## src/rtl/core/json_string_scanner_macros.svh

```systemverilog
// Assertion helpers shared by the scanner RTL.
// Each one expects a clk and an active-low rst_n in scope.
`ifndef JSON_STRING_SCANNER_MACROS_SVH
`define JSON_STRING_SCANNER_MACROS_SVH

// Condition holds at every edge outside reset.
`define JSS_ASSERT_ALWAYS(label, cond, msg) \
    label: assert property (@(posedge clk) disable iff (!rst_n) (cond)) else $error(msg);

// Antecedent at one edge implies the consequent at the next edge.
`define JSS_ASSERT_NEXT(label, ante, cons, msg) \
    label: assert property (@(posedge clk) disable iff (!rst_n) (ante) |=> (cons)) \
        else $error(msg);

`endif

```

## src/rtl/core/jss_pkg.sv

```systemverilog
package jss_pkg;

    // Byte values of interest
    localparam logic [7:0] CH_QUOTE  = 8'h22;
    localparam logic [7:0] CH_BSLASH = 8'h5C;
    localparam logic [7:0] CH_SLASH  = 8'h2F;
    localparam logic [7:0] CH_LOW_B  = 8'h62;
    localparam logic [7:0] CH_LOW_F  = 8'h66;
    localparam logic [7:0] CH_LOW_N  = 8'h6E;
    localparam logic [7:0] CH_LOW_R  = 8'h72;
    localparam logic [7:0] CH_LOW_T  = 8'h74;
    localparam logic [7:0] CH_LOW_U  = 8'h75;
    localparam logic [7:0] CH_DIG_0  = 8'h30;
    localparam logic [7:0] CH_DIG_9  = 8'h39;
    localparam logic [7:0] CH_UP_A   = 8'h41;
    localparam logic [7:0] CH_UP_F   = 8'h46;
    localparam logic [7:0] CH_LOW_A  = 8'h61;

    // Result status codes
    localparam logic [1:0] STATUS_MORE = 2'd0;
    localparam logic [1:0] STATUS_DONE = 2'd1;
    localparam logic [1:0] STATUS_BAD  = 2'd2;

    // Scanner state codes
    localparam int unsigned ST_W = 4;
    localparam logic [ST_W-1:0] ST_INITIAL = 4'd0;
    localparam logic [ST_W-1:0] ST_INSIDE  = 4'd1;
    localparam logic [ST_W-1:0] ST_ESCAPE  = 4'd2;
    localparam logic [ST_W-1:0] ST_CR      = 4'd3;
    localparam logic [ST_W-1:0] ST_LF      = 4'd4;
    localparam logic [ST_W-1:0] ST_HEX1    = 4'd5;
    localparam logic [ST_W-1:0] ST_HEX2    = 4'd6;
    localparam logic [ST_W-1:0] ST_HEX3    = 4'd7;
    localparam logic [ST_W-1:0] ST_HEX4    = 4'd8;
    localparam logic [ST_W-1:0] ST_DONE    = 4'd9;
    localparam logic [ST_W-1:0] ST_FAIL    = 4'd10;

    // Queue between front and back
    localparam int unsigned QDEPTH = 2;
    localparam int unsigned QPTR_W = 1;
    localparam int unsigned QCNT_W = 2;

    // Classified byte, as handed from front to back
    typedef struct packed {
        logic       restart;
        logic       quote;
        logic       bslash;
        logic       esc_simple;
        logic       low_r;
        logic       low_u;
        logic       low_n;
        logic       hex;
        logic [7:0] ch;
    } jss_item_t;

    function automatic jss_item_t jss_classify(input logic restart, input logic [7:0] c);
        jss_item_t item;
        item.restart    = restart;
        item.quote      = (c == CH_QUOTE);
        item.bslash     = (c == CH_BSLASH);
        item.esc_simple = (c == CH_QUOTE) || (c == CH_BSLASH) || (c == CH_SLASH) ||
                          (c == CH_LOW_B) || (c == CH_LOW_F) || (c == CH_LOW_N) ||
                          (c == CH_LOW_T);
        item.low_r      = (c == CH_LOW_R);
        item.low_u      = (c == CH_LOW_U);
        item.low_n      = (c == CH_LOW_N);
        item.hex        = ((c >= CH_DIG_0) && (c <= CH_DIG_9)) ||
                          ((c >= CH_UP_A) && (c <= CH_UP_F)) ||
                          ((c >= CH_LOW_A) && (c <= CH_LOW_F));
        item.ch         = c;
        return item;
    endfunction

endpackage

```

## src/rtl/core/jss_front.sv

```systemverilog
module jss_front
    import jss_pkg::*;
(
    input  logic      clk,
    input  logic      rst_n,
    input  logic      in_valid,
    output logic      in_stall,
    input  logic      restart,
    input  logic [7:0] char_in,
    input  logic      q_full,
    output logic      push,
    output jss_item_t push_item
);

    logic      front_valid_reg;
    logic      front_valid_next;
    jss_item_t front_item_reg;
    logic      load;

    // Hold off the input only while the stage is full and the queue cannot take it
    assign in_stall  = front_valid_reg && q_full;
    assign load      = in_valid && !in_stall;
    assign push      = front_valid_reg && !q_full;
    assign push_item = front_item_reg;

    // Stage occupancy
    always_comb
    begin
        front_valid_next = front_valid_reg;
        if (load)
        begin
            front_valid_next = 1'b1;
        end
        else if (push)
        begin
            front_valid_next = 1'b0;
        end
    end

    always_ff @(posedge clk or negedge rst_n)
    begin
        if (!rst_n)
        begin
            front_valid_reg <= 1'b0;
        end
        else
        begin
            front_valid_reg <= front_valid_next;
        end
    end

    // Classified byte, captured on each input transfer
    always_ff @(posedge clk)
    begin
        if (load)
        begin
            front_item_reg <= jss_classify(restart, char_in);
        end
    end

endmodule

```

## src/rtl/core/jss_queue.sv

```systemverilog
module jss_queue
    import jss_pkg::*;
(
    input  logic      clk,
    input  logic      rst_n,
    input  logic      push,
    input  jss_item_t push_item,
    output logic      full,
    input  logic      pop,
    output logic      q_valid,
    output jss_item_t pop_item
);

    jss_item_t             entry_reg [QDEPTH];
    logic [QPTR_W-1:0]     wr_ptr_reg;
    logic [QPTR_W-1:0]     rd_ptr_reg;
    logic [QCNT_W-1:0]     count_reg;
    logic [QCNT_W-1:0]     count_next;

    assign full     = (count_reg == QCNT_W'(QDEPTH));
    assign q_valid  = (count_reg != '0);
    assign pop_item = entry_reg[rd_ptr_reg];

    // Occupancy count
    always_comb
    begin
        count_next = count_reg;
        if (push && !pop)
        begin
            count_next = count_reg + 1'b1;
        end
        else if (pop && !push)
        begin
            count_next = count_reg - 1'b1;
        end
    end

    always_ff @(posedge clk or negedge rst_n)
    begin
        if (!rst_n)
        begin
            wr_ptr_reg <= '0;
            rd_ptr_reg <= '0;
            count_reg  <= '0;
        end
        else
        begin
            count_reg <= count_next;
            if (push)
            begin
                wr_ptr_reg <= wr_ptr_reg + 1'b1;
            end
            if (pop)
            begin
                rd_ptr_reg <= rd_ptr_reg + 1'b1;
            end
        end
    end

    // Entry storage
    always_ff @(posedge clk)
    begin
        if (push)
        begin
            entry_reg[wr_ptr_reg] <= push_item;
        end
    end

endmodule

```

## src/rtl/core/jss_back.sv

```systemverilog
`include "json_string_scanner_macros.svh"

module jss_back
    import jss_pkg::*;
(
    input  logic       clk,
    input  logic       rst_n,
    input  logic       q_valid,
    input  jss_item_t  pop_item,
    output logic       pop,
    output logic       out_valid,
    input  logic       out_stall,
    output logic [1:0] status,
    output logic       append,
    output logic [7:0] char_out
);

    logic [ST_W-1:0] state_reg;
    logic [ST_W-1:0] state_next;
    logic [ST_W-1:0] cur_state;
    logic            out_valid_reg;
    logic [1:0]      status_reg;
    logic            append_reg;
    logic [7:0]      char_reg;
    logic [1:0]      status_calc;
    logic            append_calc;

    // Take a queued byte when the output register is free or draining
    assign pop = q_valid && (!out_valid_reg || !out_stall);

    assign out_valid = out_valid_reg;
    assign status    = status_reg;
    assign append    = append_reg;
    assign char_out  = char_reg;

    assign cur_state = pop_item.restart ? ST_INITIAL : state_reg;

    // Literal state machine
    always_comb
    begin
        state_next  = ST_FAIL;
        status_calc = STATUS_MORE;
        append_calc = 1'b1;
        unique case (cur_state)
            ST_INITIAL:
            begin
                if (pop_item.quote)
                begin
                    state_next  = ST_INSIDE;
                    append_calc = 1'b0;
                end
            end
            ST_INSIDE:
            begin
                if (pop_item.quote)
                begin
                    state_next  = ST_DONE;
                    status_calc = STATUS_DONE;
                    append_calc = 1'b0;
                end
                else if (pop_item.bslash)
                begin
                    state_next = ST_ESCAPE;
                end
                else
                begin
                    state_next = ST_INSIDE;
                end
            end
            ST_ESCAPE:
            begin
                if (pop_item.esc_simple)
                begin
                    state_next = ST_INSIDE;
                end
                else if (pop_item.low_r)
                begin
                    state_next = ST_CR;
                end
                else if (pop_item.low_u)
                begin
                    state_next = ST_HEX1;
                end
            end
            ST_CR:
            begin
                if (pop_item.bslash)
                begin
                    state_next = ST_LF;
                end
            end
            ST_LF:
            begin
                if (pop_item.low_n)
                begin
                    state_next = ST_INSIDE;
                end
            end
            ST_HEX1, ST_HEX2, ST_HEX3:
            begin
                if (pop_item.hex)
                begin
                    state_next = cur_state + 1'b1;
                end
            end
            ST_HEX4:
            begin
                if (pop_item.hex)
                begin
                    state_next = ST_INSIDE;
                end
            end
            default:
            begin
                state_next = ST_FAIL;
            end
        endcase
        if (state_next == ST_FAIL)
        begin
            status_calc = STATUS_BAD;
            append_calc = 1'b0;
        end
    end

    // State and output valid
    always_ff @(posedge clk or negedge rst_n)
    begin
        if (!rst_n)
        begin
            state_reg     <= ST_INITIAL;
            out_valid_reg <= 1'b0;
        end
        else
        begin
            if (pop)
            begin
                state_reg     <= state_next;
                out_valid_reg <= 1'b1;
            end
            else if (!out_stall)
            begin
                out_valid_reg <= 1'b0;
            end
        end
    end

    // Result payload
    always_ff @(posedge clk)
    begin
        if (pop)
        begin
            status_reg <= status_calc;
            append_reg <= append_calc;
            char_reg   <= pop_item.ch;
        end
    end

    `JSS_ASSERT_ALWAYS(a_append_only_more, !out_valid_reg || !append_reg || (status_reg == STATUS_MORE), "append set on a non-continuing result")
    `JSS_ASSERT_NEXT(a_done_goes_fail, pop && (state_reg == ST_DONE) && !pop_item.restart, (state_reg == ST_FAIL) && (status_reg == STATUS_BAD), "byte after done not rejected")
    `JSS_ASSERT_NEXT(a_pop_fills_out, pop, out_valid_reg && (char_reg == $past(pop_item.ch)), "popped byte missing from output register")

endmodule

```

## src/rtl/core/json_string_scanner.sv

```systemverilog
// Channel | Handshake          | Payload
// input   | in_valid, in_stall | restart, char_in
// output  | out_valid, out_stall | status, append, char_out
//
// One byte transfer per cycle sustained on both sides while out_stall stays low.
// Each byte passes the classify register, the two-entry queue and the output register, in that order.
// Reset (rst_n low) empties the pipe and puts the scanner in its initial state.
// in_stall rises only when the classify stage holds a byte and the queue is full;
// an output stall is absorbed by the queue before it reaches the input.

module json_string_scanner
    import jss_pkg::*;
(
    input  logic       clk,
    input  logic       rst_n,
    input  logic       in_valid,
    output logic       in_stall,
    input  logic       restart,
    input  logic [7:0] char_in,
    output logic       out_valid,
    input  logic       out_stall,
    output logic [1:0] status,
    output logic       append,
    output logic [7:0] char_out
);

    logic      q_full;
    logic      push;
    jss_item_t push_item;
    logic      pop;
    logic      q_valid;
    jss_item_t pop_item;

    jss_front u_front (
        .clk       (clk),
        .rst_n     (rst_n),
        .in_valid  (in_valid),
        .in_stall  (in_stall),
        .restart   (restart),
        .char_in   (char_in),
        .q_full    (q_full),
        .push      (push),
        .push_item (push_item)
    );

    jss_queue u_queue (
        .clk       (clk),
        .rst_n     (rst_n),
        .push      (push),
        .push_item (push_item),
        .full      (q_full),
        .pop       (pop),
        .q_valid   (q_valid),
        .pop_item  (pop_item)
    );

    jss_back u_back (
        .clk       (clk),
        .rst_n     (rst_n),
        .q_valid   (q_valid),
        .pop_item  (pop_item),
        .pop       (pop),
        .out_valid (out_valid),
        .out_stall (out_stall),
        .status    (status),
        .append    (append),
        .char_out  (char_out)
    );

endmodule

```

## config.mk

```make
export PLATFORM = sky130hd
export DESIGN_NAME = json_string_scanner
export DESIGN_NICKNAME = d
export VERILOG_FILES = /design/src/rtl/core/jss_pkg.sv /design/src/rtl/core/jss_front.sv /design/src/rtl/core/jss_queue.sv /design/src/rtl/core/jss_back.sv /design/src/rtl/core/json_string_scanner.sv
export VERILOG_INCLUDE_DIRS = /design/src /design/src/rtl/core
export SDC_FILE = /design/constraint.sdc
export NUM_CORES = 1
export LEC_CHECK = 0
export ABC_AREA = 1
export BUFFER_PORTS_ARGS = -buffer_cell sky130_fd_sc_hd__buf_4
export CORE_ASPECT_RATIO = 1.4
export CORE_MARGIN = 2
export CORE_UTILIZATION = 45
export CTS_CLUSTER_DIAMETER = 40
export DETAILED_ROUTE_END_ITERATION = 7
export PLACE_DENSITY_LB_ADDON = 0.15
export SLEW_MARGIN = 20
export SYNTH_ARGS = -nofsm -noshare
export SYNTH_HDL_FRONTEND = slang
export SYNTH_SLANG_ARGS = --single-unit
```

## constraint.sdc

```tcl
create_clock -name clk -period 2.05 [get_ports clk]
set_clock_uncertainty 0.1 [all_clocks]
set_input_delay 0.41 -clock clk [delete_from_list [all_inputs] [get_ports clk]]
set_output_delay 0.41 -clock clk [all_outputs]
set_load 0.005 [all_outputs]
```

; After elaboration in Yosys (flattened, before gate mapping)
; Memory sizes are Yosys's and may differ from the RTL's.
; Index checks and enable logic that the tools add are counted.
[classes]
reduce_logical = 31
order_cmp = 6
bitwise_logic = 1
mux = 23
n_eq_ne = 20
addsub = 5
[op_table]
columns = op, n
row1 = $eq 8x7->1 const B, 7
row2 = $mux 4, 10
row3 = $pmux 4 s7, 1
row4 = $eq 4x3->1 const B, 4
row5 = $eq 8x6->1 const B, 2
row6 = $ge 8x7->1 const B, 2
row7 = $le 8x7->1 const B, 2
row8 = $logic_and 1x1->1, 9
row9 = $logic_or 1x1->1, 9
row10 = $mux 1, 9
row11 = $eq 4x2->1 const B, 2
row12 = $eq 4x4->1 const B, 2
row13 = $ge 8x6->1 const B, 1
row14 = $le 8x6->1 const B, 1
row15 = $logic_not 1->1, 6
row16 = $mux 2, 3
row17 = $reduce_bool 2->1, 3
row18 = $add 4x1->4 const B, 1
row19 = $eq 4x1->1 const B, 1
row20 = $logic_not 4->1, 1
row21 = $reduce_or 2->1, 2
row22 = $reduce_or 3->1, 1
row23 = $add 1x1->1 const B, 2
row24 = $add 2x1->2 const B, 1
row25 = other kinds (4), 4
[word_totals]
mem_count = 1
mem_bits_rw = 32
out_inout_bits = 13
regBits = 37
[memory_table]
columns = memory, depth, word_bits, rd, rd_clocked_by_memory_dff, write_ports, line_no
row1 = u_queue.entry_reg, 2, 16, 1, 0, 1, jss_queue.sv:14  ; jss_item_t entry_reg [QDEPTH];

; Logic depth before layout (Yosys ltp)
; Gate-level depths: netlist of run 1.
[depth]
ltp_word = 7
ltp_mapped = 12
mapped_depth_nobuf = 12

; By module
; A second synthesis of run 1 with hierarchy kept.
[hier_totals]
hier_cells = 258
area_unflattened_um2 = 3035.4
[modules_own_cells]
columns = module, seq_area_each_um2, area_each_um2, n_inst, cells_per_inst
row1 = jss_queue, 1061.0, 1412.6, 1, 75
row2 = jss_back, 455.4, 873.3, 1, 107
row3 = jss_front, 505.5, 749.5, 1, 76

; Least setup slack after synthesis of run 1
; No wires, ideal clock.
[synth_timing]
path_kind = reg2reg
start = register u_queue.count_reg[0]
end = memory u_queue.entry_reg[1][0] (netlist bit) (enable)
required_time_ns = 1.560
stages_incl_launch_ff = 5
path_slack_ns = 0.115
setup_ns = 0.390
period_less_slack_ns = 1.935
arrival_time_ns = 1.445
path_cell_list = dfrtp_1 > inv_1 > a21oi_1 > inv_1 > nor2_1
[synth_via]
elab_chain_len = 5
[synth_lines]
columns = element, line_no
row1 = from (decl), jss_queue.sv:17  ; logic [QCNT_W-1:0] count_reg;
row2 = from (signal assigned), jss_queue.sv:48  ; count_reg <= count_next;
row3 = $eq 2x2->1, jss_queue.sv:20  ; assign full = (count_reg == QCNT_W'(QDEPTH));
row4 = $logic_not 1->1, jss_front.sv:23  ; assign push = front_valid_reg && !q_full;
row5 = $logic_and 1x1->1, jss_front.sv:23
row6 = net push, json_string_scanner.sv:28  ; logic push;
row7 = $mux 1, jss_queue.sv:63  ; if (push)
row8 = $mux 1 (implied by the code), jss_queue.sv:65  ; entry_reg[wr_ptr_reg] <= push_item;
row9 = to (decl), jss_queue.sv:14
; The timed path passes the listed nets, and every way through them passes these cells.

; Worst setup path after layout of run 1
[layout_timing]
start = register u_queue.rd_ptr_reg
end = register u_back.append_reg (netlist: u_back.append), data pin
[layout_via]
elab_chain_len = 6
elab_cells_between_ends = 28
[layout_lines]
columns = element, line_no
row1 = from (decl), jss_queue.sv:16  ; logic [QPTR_W-1:0] rd_ptr_reg;
row2 = from (signal assigned), jss_queue.sv:55  ; rd_ptr_reg <= rd_ptr_reg + 1'b1;
row3 = $mem_v2 2x16 *, --
row4 = $mux 4 (on tied branches), "jss_back.sv:36, jss_back.sv:80"
row5 = $add 4x1->4 (tied with other cells), jss_back.sv:103  ; state_next = cur_state + 1'b1;
row6 = $mux 4 (tied with other cells), jss_back.sv:101  ; if (pop_item.hex)
row7 = $pmux 4 s7, jss_back.sv:44  ; unique case (cur_state)
row8 = $eq 4x4->1, jss_back.sv:118  ; if (state_next == ST_FAIL)
row9 = to (signal assigned), jss_back.sv:153  ; append_reg <= append_calc;
row10 = to (decl), jss_back.sv:23  ; logic append_reg;
; Mark *: on every way between the ends. The rest lies on a longest branch, timed or not.
; A chain may end at the register's enable or synchronous reset.

==> results of run 1 <==
## cells in the mapped netlist, drive strengths merged
library cell,instances,area share (%)
xnor2,1,0.29
buf,3,1.2
nand2,74,10
nand4,3,0.61
o21ai,17,3.6
nand3,28,5.7
a21oi,6,0.98
nor4,2,0.41
o211ai,1,0.25
xor2,2,0.57
nor3,3,0.49
nand3b,1,0.25
inv,39,4.8
dfrtp,10,8.2
o32ai,1,0.29
or2,1,0.20
ha,1,0.41
nor2,28,3.6
edfxtp,59,58
## logic make-up (layout without fill, tap and decap cells)
| family | count (synthesis) | count (layout) |
|---|---|---|
| AND/OR/NAND/NOR | 140 | 140 |
| buffers and inverters | 42 | 88 |
| XOR/XNOR | 3 | 3 |
| flip-flops | 69 | 69 |
| adder cells (fa/ha/maj) | 1 | 1 |
| AO/OA/AOI/OAI | 25 | 25 |
## cell type report
type                            instances  area (um^2)
Clock buffer                            9        123.9
Clock inverter                          7        73.82
Fill cell                             570         2994
Inverter                               39        148.9
Multi-Input combinational cell        169        859.6
Sequential cell                        69         2022
Tap cell                               74        92.59
Timing Repair Buffer                   33        254.0
## repair_timing
action | 4_1_cts | 5_1_grt
endpoints found under the setup margin | 0 | 1
hold buffers | 1 | 0
gates resized for setup | 0 | 6
buffers inserted | 0 | 0
endpoints found under the hold margin | 10 | 0
## layer usage
metal | vias to the layer above | track usage (%)
met1 | 927 | 18.43
li1 | 1020 | -
met3 | 18 | 4.677
met5 | - | 0
met2 | 48 | 25.76
met4 | 0 | 7.832
## power by group through the flow
stage	registers (mW)	logic (mW)	clock network [mW]
final	2.37	1.98	1.07
after global routing	2.42	2.23	1.18
after CTS	2.37	1.98	1.11
after detailed placement	2.40	1.96	0
after global placement	2.38	1.94	0
after floorplan	2.37	1.36	0
## worst paths after layout
check	from	to	cells after the start
min	restart	u_front.push_item[15]$_DFFE_PP_	1
min in group asynchronous	rst_n	u_queue.rd_ptr_reg$_DFFE_PN0P_	2
max reg2reg	u_queue.rd_ptr_reg$_DFFE_PN0P_	u_back.append$_SDFFCE_PN0P_	11
max	u_queue.rd_ptr_reg$_DFFE_PN0P_	u_back.append$_SDFFCE_PN0P_	11
max in group asynchronous	rst_n	u_queue.count_reg[1]$_DFFE_PN0P_	2
min reg2reg	u_front.push_item[13]$_DFFE_PP_	u_queue.entry_reg[0][13]$_DFFE_PP_	0
## stage by stage
step	util [%]	hold WS [ns]	worst slack, ns	cells
final	54.42	0.1471	0.1204	400
after global routing	54.42	0.1195	0.005842	400
after CTS	54.21	0.1285	0.09974	400
after detailed placement	51.05	0.1512	0.1187	383
after global placement	51.05	0.1496	0.1002	383
after floorplan	-	0.01441	0.1153	280
==> metrics.txt, run 1 <==
status=complete, no violations; # clock sinks=between 60 and 70; mux cell area share after synthesis=0%; commonest non-fill, non-tap cell in the layout=nand2_1; Comb power frac=between 30% and 40%; WL met3=about 160 um; post-layout min period=~1.9 ns; synthesized-area fraction occupied by adder cells=less than 1%; Fin Setup TNS=0 ns; DIE AREA=roughly 0.0075 mm^2; Detail Route Antenna Nets=0; final WL=5194 um; worst path required time=between 2 and 2.5 ns; maximum root-to-sink buffer count=2; TritonCTS clock tree=yes; clock power share=between 15 and 20%; GRT Util Overall=15.66%; Post-Syn Area per Cell=10.92 um^2; maxcap violations=0; Final Max Slew Viols=0; Power Dens Cells=roughly 1500 mW/mm^2; Post-Syn Area=0.003057 mm^2; Fin. Hold Viols=0; drt initial violations=113; setup slack, reg-to-reg=0.12 ns; routed len/inst=between 10 and 15 um; global-route wire length before repair=8638 um; Slowest-stage cell, CP=dfrtp_1; Die X=between 70 and 80 um; Post-Synth XOR/XNOR Area=0.8596%; overall power=between 5 and 6 mW; Via density=approximately 5.0; # setup viols final=0; dpl hpwl=approximately 3800 um; Design Area, Final=0.003575 mm^2; measured slew at the worst slew-check pin=~0.46 ns; kind of critical path=flip-flop to flip-flop; Core Footprint=roughly 0.0066 mm^2; Synth Area in Compound Gates=about 5.2%; Sw Pwr=between 1.5 and 2 mW; Seq pwr share=a little over two fifths; Max Freq=between 0.5 and 0.6 GHz; Hold Crit Class=primary input to flip-flop; most frequent cell on the critical path=nand3_1; commonest non-fill, non-tap cells in the layout=nand2_1 (67), edfxtp_1 (59), inv_1 (34); Yosys cell types=29; initial antenna violation count=0; metal1 wirelength=approximately 2300 um; Pleak=1.534 nW; diode count=0; worst skew pair latency=around 0.33 ns; WP buf/inv=2; CP Capture Type=flip-flop; Sw Ratio=about 36%; Inserted Clock Buffers=9; critical path launch point type=flip-flop; VDD IR max=approximately 640 uV; clock transition at the registers of the reported paths=~0.08 ns; post-route DRC violation count=0; cell-internal power=around 3.4 mW; Simple-Gate Fraction of Synth Area=~21%; Max FO, Critical Path=19; row count=35; WP data arrival=a little under 2 ns; PortBufs=25; largest family of logic cells by synthesized area=simple AND/OR/NAND/NOR gates; max incr delay on CP=between 0.4 and 0.5 ns; first-pass iteration count of the detailed router=5; Initial Utilization=a little under half; vias in the first global route=between 1500 and 2000; max_slew headroom=69.30%; DP Area=0.003353 mm^2; Via Count=approximately 2000; post-synthesis sequential area ratio=between 60% and 70%; NumNets Final=between 300 and 400; max reg flops=32; WL met2=2650 um; clock root buffer=clkbuf_8; Synth warnings=0; fin crit share=a little over nine tenths; pin count of the biggest net entering global routing=20; Largest delay share family, worst path=simple AND/OR/NAND/NOR gates; max layer used=met4; # IOs=26; Die Y=a little over 100 um; syn_nets=slightly below 300; unrepaired setup endpoints after global routing=false; share of layout cells above drive strength 1=a little under a quarter; flop and latch count out of synthesis=69; Synth-to-Final Area Change=16.95%; gr ovfl total=0; synthesized instance count=280; RePlAce Congestion=0.8177; H-tree depth=3; CP cell instances=buf_6 > nand2_4 > nand3_2 > nor2_1 > nand3_1 > nand2_1 > nor2_1 > nand3_1 > nand3_1 > nand2_1 > inv_1
(Power assumes the default switching activity.)
==> run 2, diff against run 1 <==
--- a/config.mk
+++ b/config.mk
@@ -6,7 +6,7 @@
 export SDC_FILE = /design/constraint.sdc
 export NUM_CORES = 1
 export LEC_CHECK = 0
-export ABC_AREA = 1
+export ABC_AREA = 0
 export BUFFER_PORTS_ARGS = -buffer_cell sky130_fd_sc_hd__buf_4
 export CORE_ASPECT_RATIO = 1.4
 export CORE_MARGIN = 2
@@ -17,4 +17,5 @@
 export SLEW_MARGIN = 20
 export SYNTH_ARGS = -nofsm -noshare
 export SYNTH_HDL_FRONTEND = slang
+export SYNTH_HIERARCHICAL = 1
 export SYNTH_SLANG_ARGS = --single-unit
==> run 2 against run 1 <==
Against the previous run:
- first-iteration DRC count rose by 7.1%
- synthesized cell count fell by 32%
- utilization rose by 1.7 points
- global-route usage fell by 0.12 points
- clock power rose by 17%
- non-clock buffer count rose by 7
- total power fell by 2.5%
- clock-buffer cell count did not move
- fmax fell by 5.5%
- critical path depth fell by 6
==> metrics.txt, run 2 <==
Power Dens Cells=1498 mW/mm^2 (-1.2%); Fin. Hold Viols=0 (unchanged); commonest non-fill, non-tap cell in the layout=edfxtp_1; crit path capture=u_back/status[1]$_SDFFCE_PN1P_; Via density=5.686 (+13%); post-route DRC violation count=0 (unchanged); PortBufs=25 (unchanged); Reg2Reg Capture Point=u_back/status[1]$_SDFFCE_PN1P_; # clock sinks=69 (unchanged); syn_nets=205 (-30%); multi-input logic area=870.8 um^2 (+1.3%); diode count=0 (unchanged); Max FO, Critical Path=6 (-13); synthesized instance count=191 (-32%); dpl hpwl=3653 um (-3.9%); Die X=72.46 um (-1.6%); flop and latch count out of synthesis=69 (unchanged); Post-Syn Area per Cell=15.46 um^2 (+42%); global-route wire length before repair=8590 um (-0.56%); gr ovfl total=0 (unchanged); Final Max Slew Viols=0 (unchanged); worst skew pair latency=0.33 ns (about the same); Final Util=56.08% (+1.7 points); GRT Util Overall=15.54% (-0.12 points); Slowest-stage cell, CP=dfrtp_2; max reg flops=32 (unchanged); crit path from=u_queue/rd_ptr_reg$_DFFE_PN0P_; Via Count=1774 (-12%); Post-Syn Area=0.002953 mm^2 (-3.4%); measured slew at the worst slew-check pin=0.5415 ns (+0.08522 ns); max incr delay on CP=0.45 ns (+0.02 ns); pin count of the biggest net entering global routing=21 (+5.0%); Die Y=99.85 um (-1.6%); TritonCTS clock tree=yes; first-pass iteration count of the detailed router=4 (-1); setup slack, reg-to-reg=0.008 ns (-0.11 ns); fin crit share=99.62% (+5.5 points); Largest delay share family, worst path=compound AO/OA/AOI/OAI gates; Synth warnings=6 (+6); dominant cell by count in the synthesized netlist=edfxtp_1; maximum root-to-sink buffer count=2 (unchanged); overall power=5.290 mW (-2.5%); # setup viols final=0 (unchanged); NumNets Final=249 (-26%); top cell type's share of synthesized area=60.00% (+2.0 points); ys async rst share=14.49% (unchanged); Inserted Clock Buffers=9 (unchanged); commonest non-fill, non-tap cells in the layout=edfxtp_1 (59), buf_4 (39), clkbuf_8 (9), dfrtp_1 (9), mux2_4 (9); post-synthesis sequential area ratio=68.47% (+2.3 points); Worst R2R Path Depth=5 (-6); Cell Count, Final, Fillers Out=312 (-22%); RePlAce Congestion=0.9061 (+11%); top cells by area, synth=edfxtp_1 (60%), dfrtp_1 (8.5%), mux2_4 (4.6%), mux2_2 (2.7%), nor2b_1 (1.5%); fill cell count=493 (-14%); maxcap violations=0 (unchanged); Yosys cell types=51 (+76%); initial antenna violation count=0 (unchanged); worst hold path startpoint=restart; FF+latch area=0.002023 mm^2 (about the same); post-layout min period=2.042 ns (+0.1127 ns); vias in the first global route=1806 (-4.0%); post-synth top area cell=edfxtp_1; drt initial violations=121 (+7.1%); Max Freq=0.4897 GHz (-5.5%); Detail Route Antenna Nets=0 (unchanged); unrepaired setup endpoints after global routing=true; kind of critical path=flip-flop to flip-flop; status=complete, no violations; WP data arrival=2.02 ns (+0.09 ns); Core Footprint=0.006296 mm^2 (-4.2%); max_slew headroom=63.62% (-5.7 points); Initial Utilization=46.90% (+0.37 points); EDFF count, synth=59 (unchanged); routed len/inst=16.67 um (+28%); DIE AREA=0.007235 mm^2 (-3.2%); Worst path depth=5 (-6); H-tree depth=3 (unchanged); clock root buffer=clkbuf_8; WP buf/inv=0 (-2); VDD IR max=644.9 uV (+0.53%); synth cell count leaders=edfxtp_1 (59), dfrtp_1 (10), mux2_4 (9), nor2_1 (9); critical path launch point type=flip-flop; # IOs=26 (unchanged); Synth-to-Final Area Change=19.58%; Pleak=1.317 nW (-14%); FF-to-FF Start=u_queue/rd_ptr_reg$_DFFE_PN0P_; CP Capture Type=flip-flop; worst path required time=2.03 ns (-0.02 ns); CP cell instances=mux2_4 > or4b_1 > a32oi_1 > o211a_1 > o21ai_1; placed instance count=293 (-23%); clock transition at the registers of the reported paths=0.08 ns (about the same); final WL=5201 um (+0.13%); share of layout cells above drive strength 1=33.33% (+9.7 points); ys flop type=edfxtp_1; Hold Crit Class=primary input to flip-flop; row count=34 (-2.9%)
run 2: cell count changes after synthesis, moves of 7 or more:
cell / delta
mux2_4: +9
nor2b_1: +7
nand3_2: -7
inv_1: -31
nand2_1: -61
nand3_1: -16
mux2_2: +7
nor2_1: -17
run 2: worst register-to-register path, delay by kind of cell, from the launching register on:
family / cells / cell delay (ns)
compound gates: 3 / 0.54
flops: 1 / 0.45
mux: 1 / 0.24
simple gates: 1 / 0.45
run 2: what timing repair did:
| item | 4_1_cts | 5_1_grt |
|---|---|---|
| endpoints found under the setup margin | 1 | 2 |
| hold endpoints to repair | 10 | 0 |
| pin swaps | 0 | 2 |
| hold buffers | 1 | 0 |
| resized for setup | 2 | 2 |
| setup buffers | 0 | 2 |
run 2: cell families after synthesis:
| logic type | after synthesis | synth area share, % |
|---|---|---|
| DFF | 69 | 68.47 |
| adders and majority gates | 2 | 0.7627 |
| xor gates and xnor gates | 6 | 1.780 |
| and+or+nand+nor | 61 | 12.29 |
| muxes | 16 | 7.246 |
| buffers and inverters | 11 | 2.584 |
| AOI/OAI and AO/OA | 26 | 6.865 |
run 2: how the worst min path moves through the flow:
stage                                                  to  slack [ns]  cells after the start
after global placement       u_back/out_valid$_DFFE_PN0P_        0.15                      1
final                     u_front/push_item[15]$_DFFE_PP_        0.15                      1
after floorplan              u_back/out_valid$_DFFE_PN0P_        0.01                      0
after global routing      u_front/push_item[15]$_DFFE_PP_        0.12                      1
after CTS                 u_front/push_item[15]$_DFFE_PP_        0.13                      1
after detailed placement     u_back/out_valid$_DFFE_PN0P_        0.15                      1
run 2: layer usage:
metal  GRT usage, %  vias to the layer above  share of wire (%)
met4          7.265                        0                1.1
met3          3.815                        8                3.6
li1               -                      829                  -
met5              0                        -                  0
met2          26.89                       64                 54
met1          17.92                      873                 41
run 2: cell type report:
| class | instances | share of cell area [%] |
|---|---|---|
| Clock buffer | 9 | 3.508 |
| Clock inverter | 7 | 2.977 |
| Inverter | 4 | 0.4252 |
| Multi-Input combinational cell | 111 | 24.66 |
| Sequential cell | 69 | 57.30 |
| Tap cell | 72 | 2.551 |
| Timing Repair Buffer | 40 | 8.575 |
run 2: metrics by stage:
step           worst slack, ns  hold WS, ns  area (um^2)   TNS, ns
2_1_floorplan        0.0002417      0.01441         2957         0
3_5_place_dp          -0.06107       0.1546         3263  -0.06107
6_report              0.007745       0.1518         3531         0
3_3_place_gp           0.05100       0.1500         3263         0
5_1_grt               -0.04380       0.1244         3531  -0.04907
4_1_cts                0.02367       0.1275         3508         0
run 2: power breakdown:
| part | leakage [nW] | total (mW) | switching [mW] | internal [mW] |
|---|---|---|---|---|
| registers | 0.679 | 2.33 | 0.235 | 2.10 |
| clock network | 0.112 | 1.25 | 0.544 | 0.704 |
| logic | 0.526 | 1.71 | 0.845 | 0.864 |
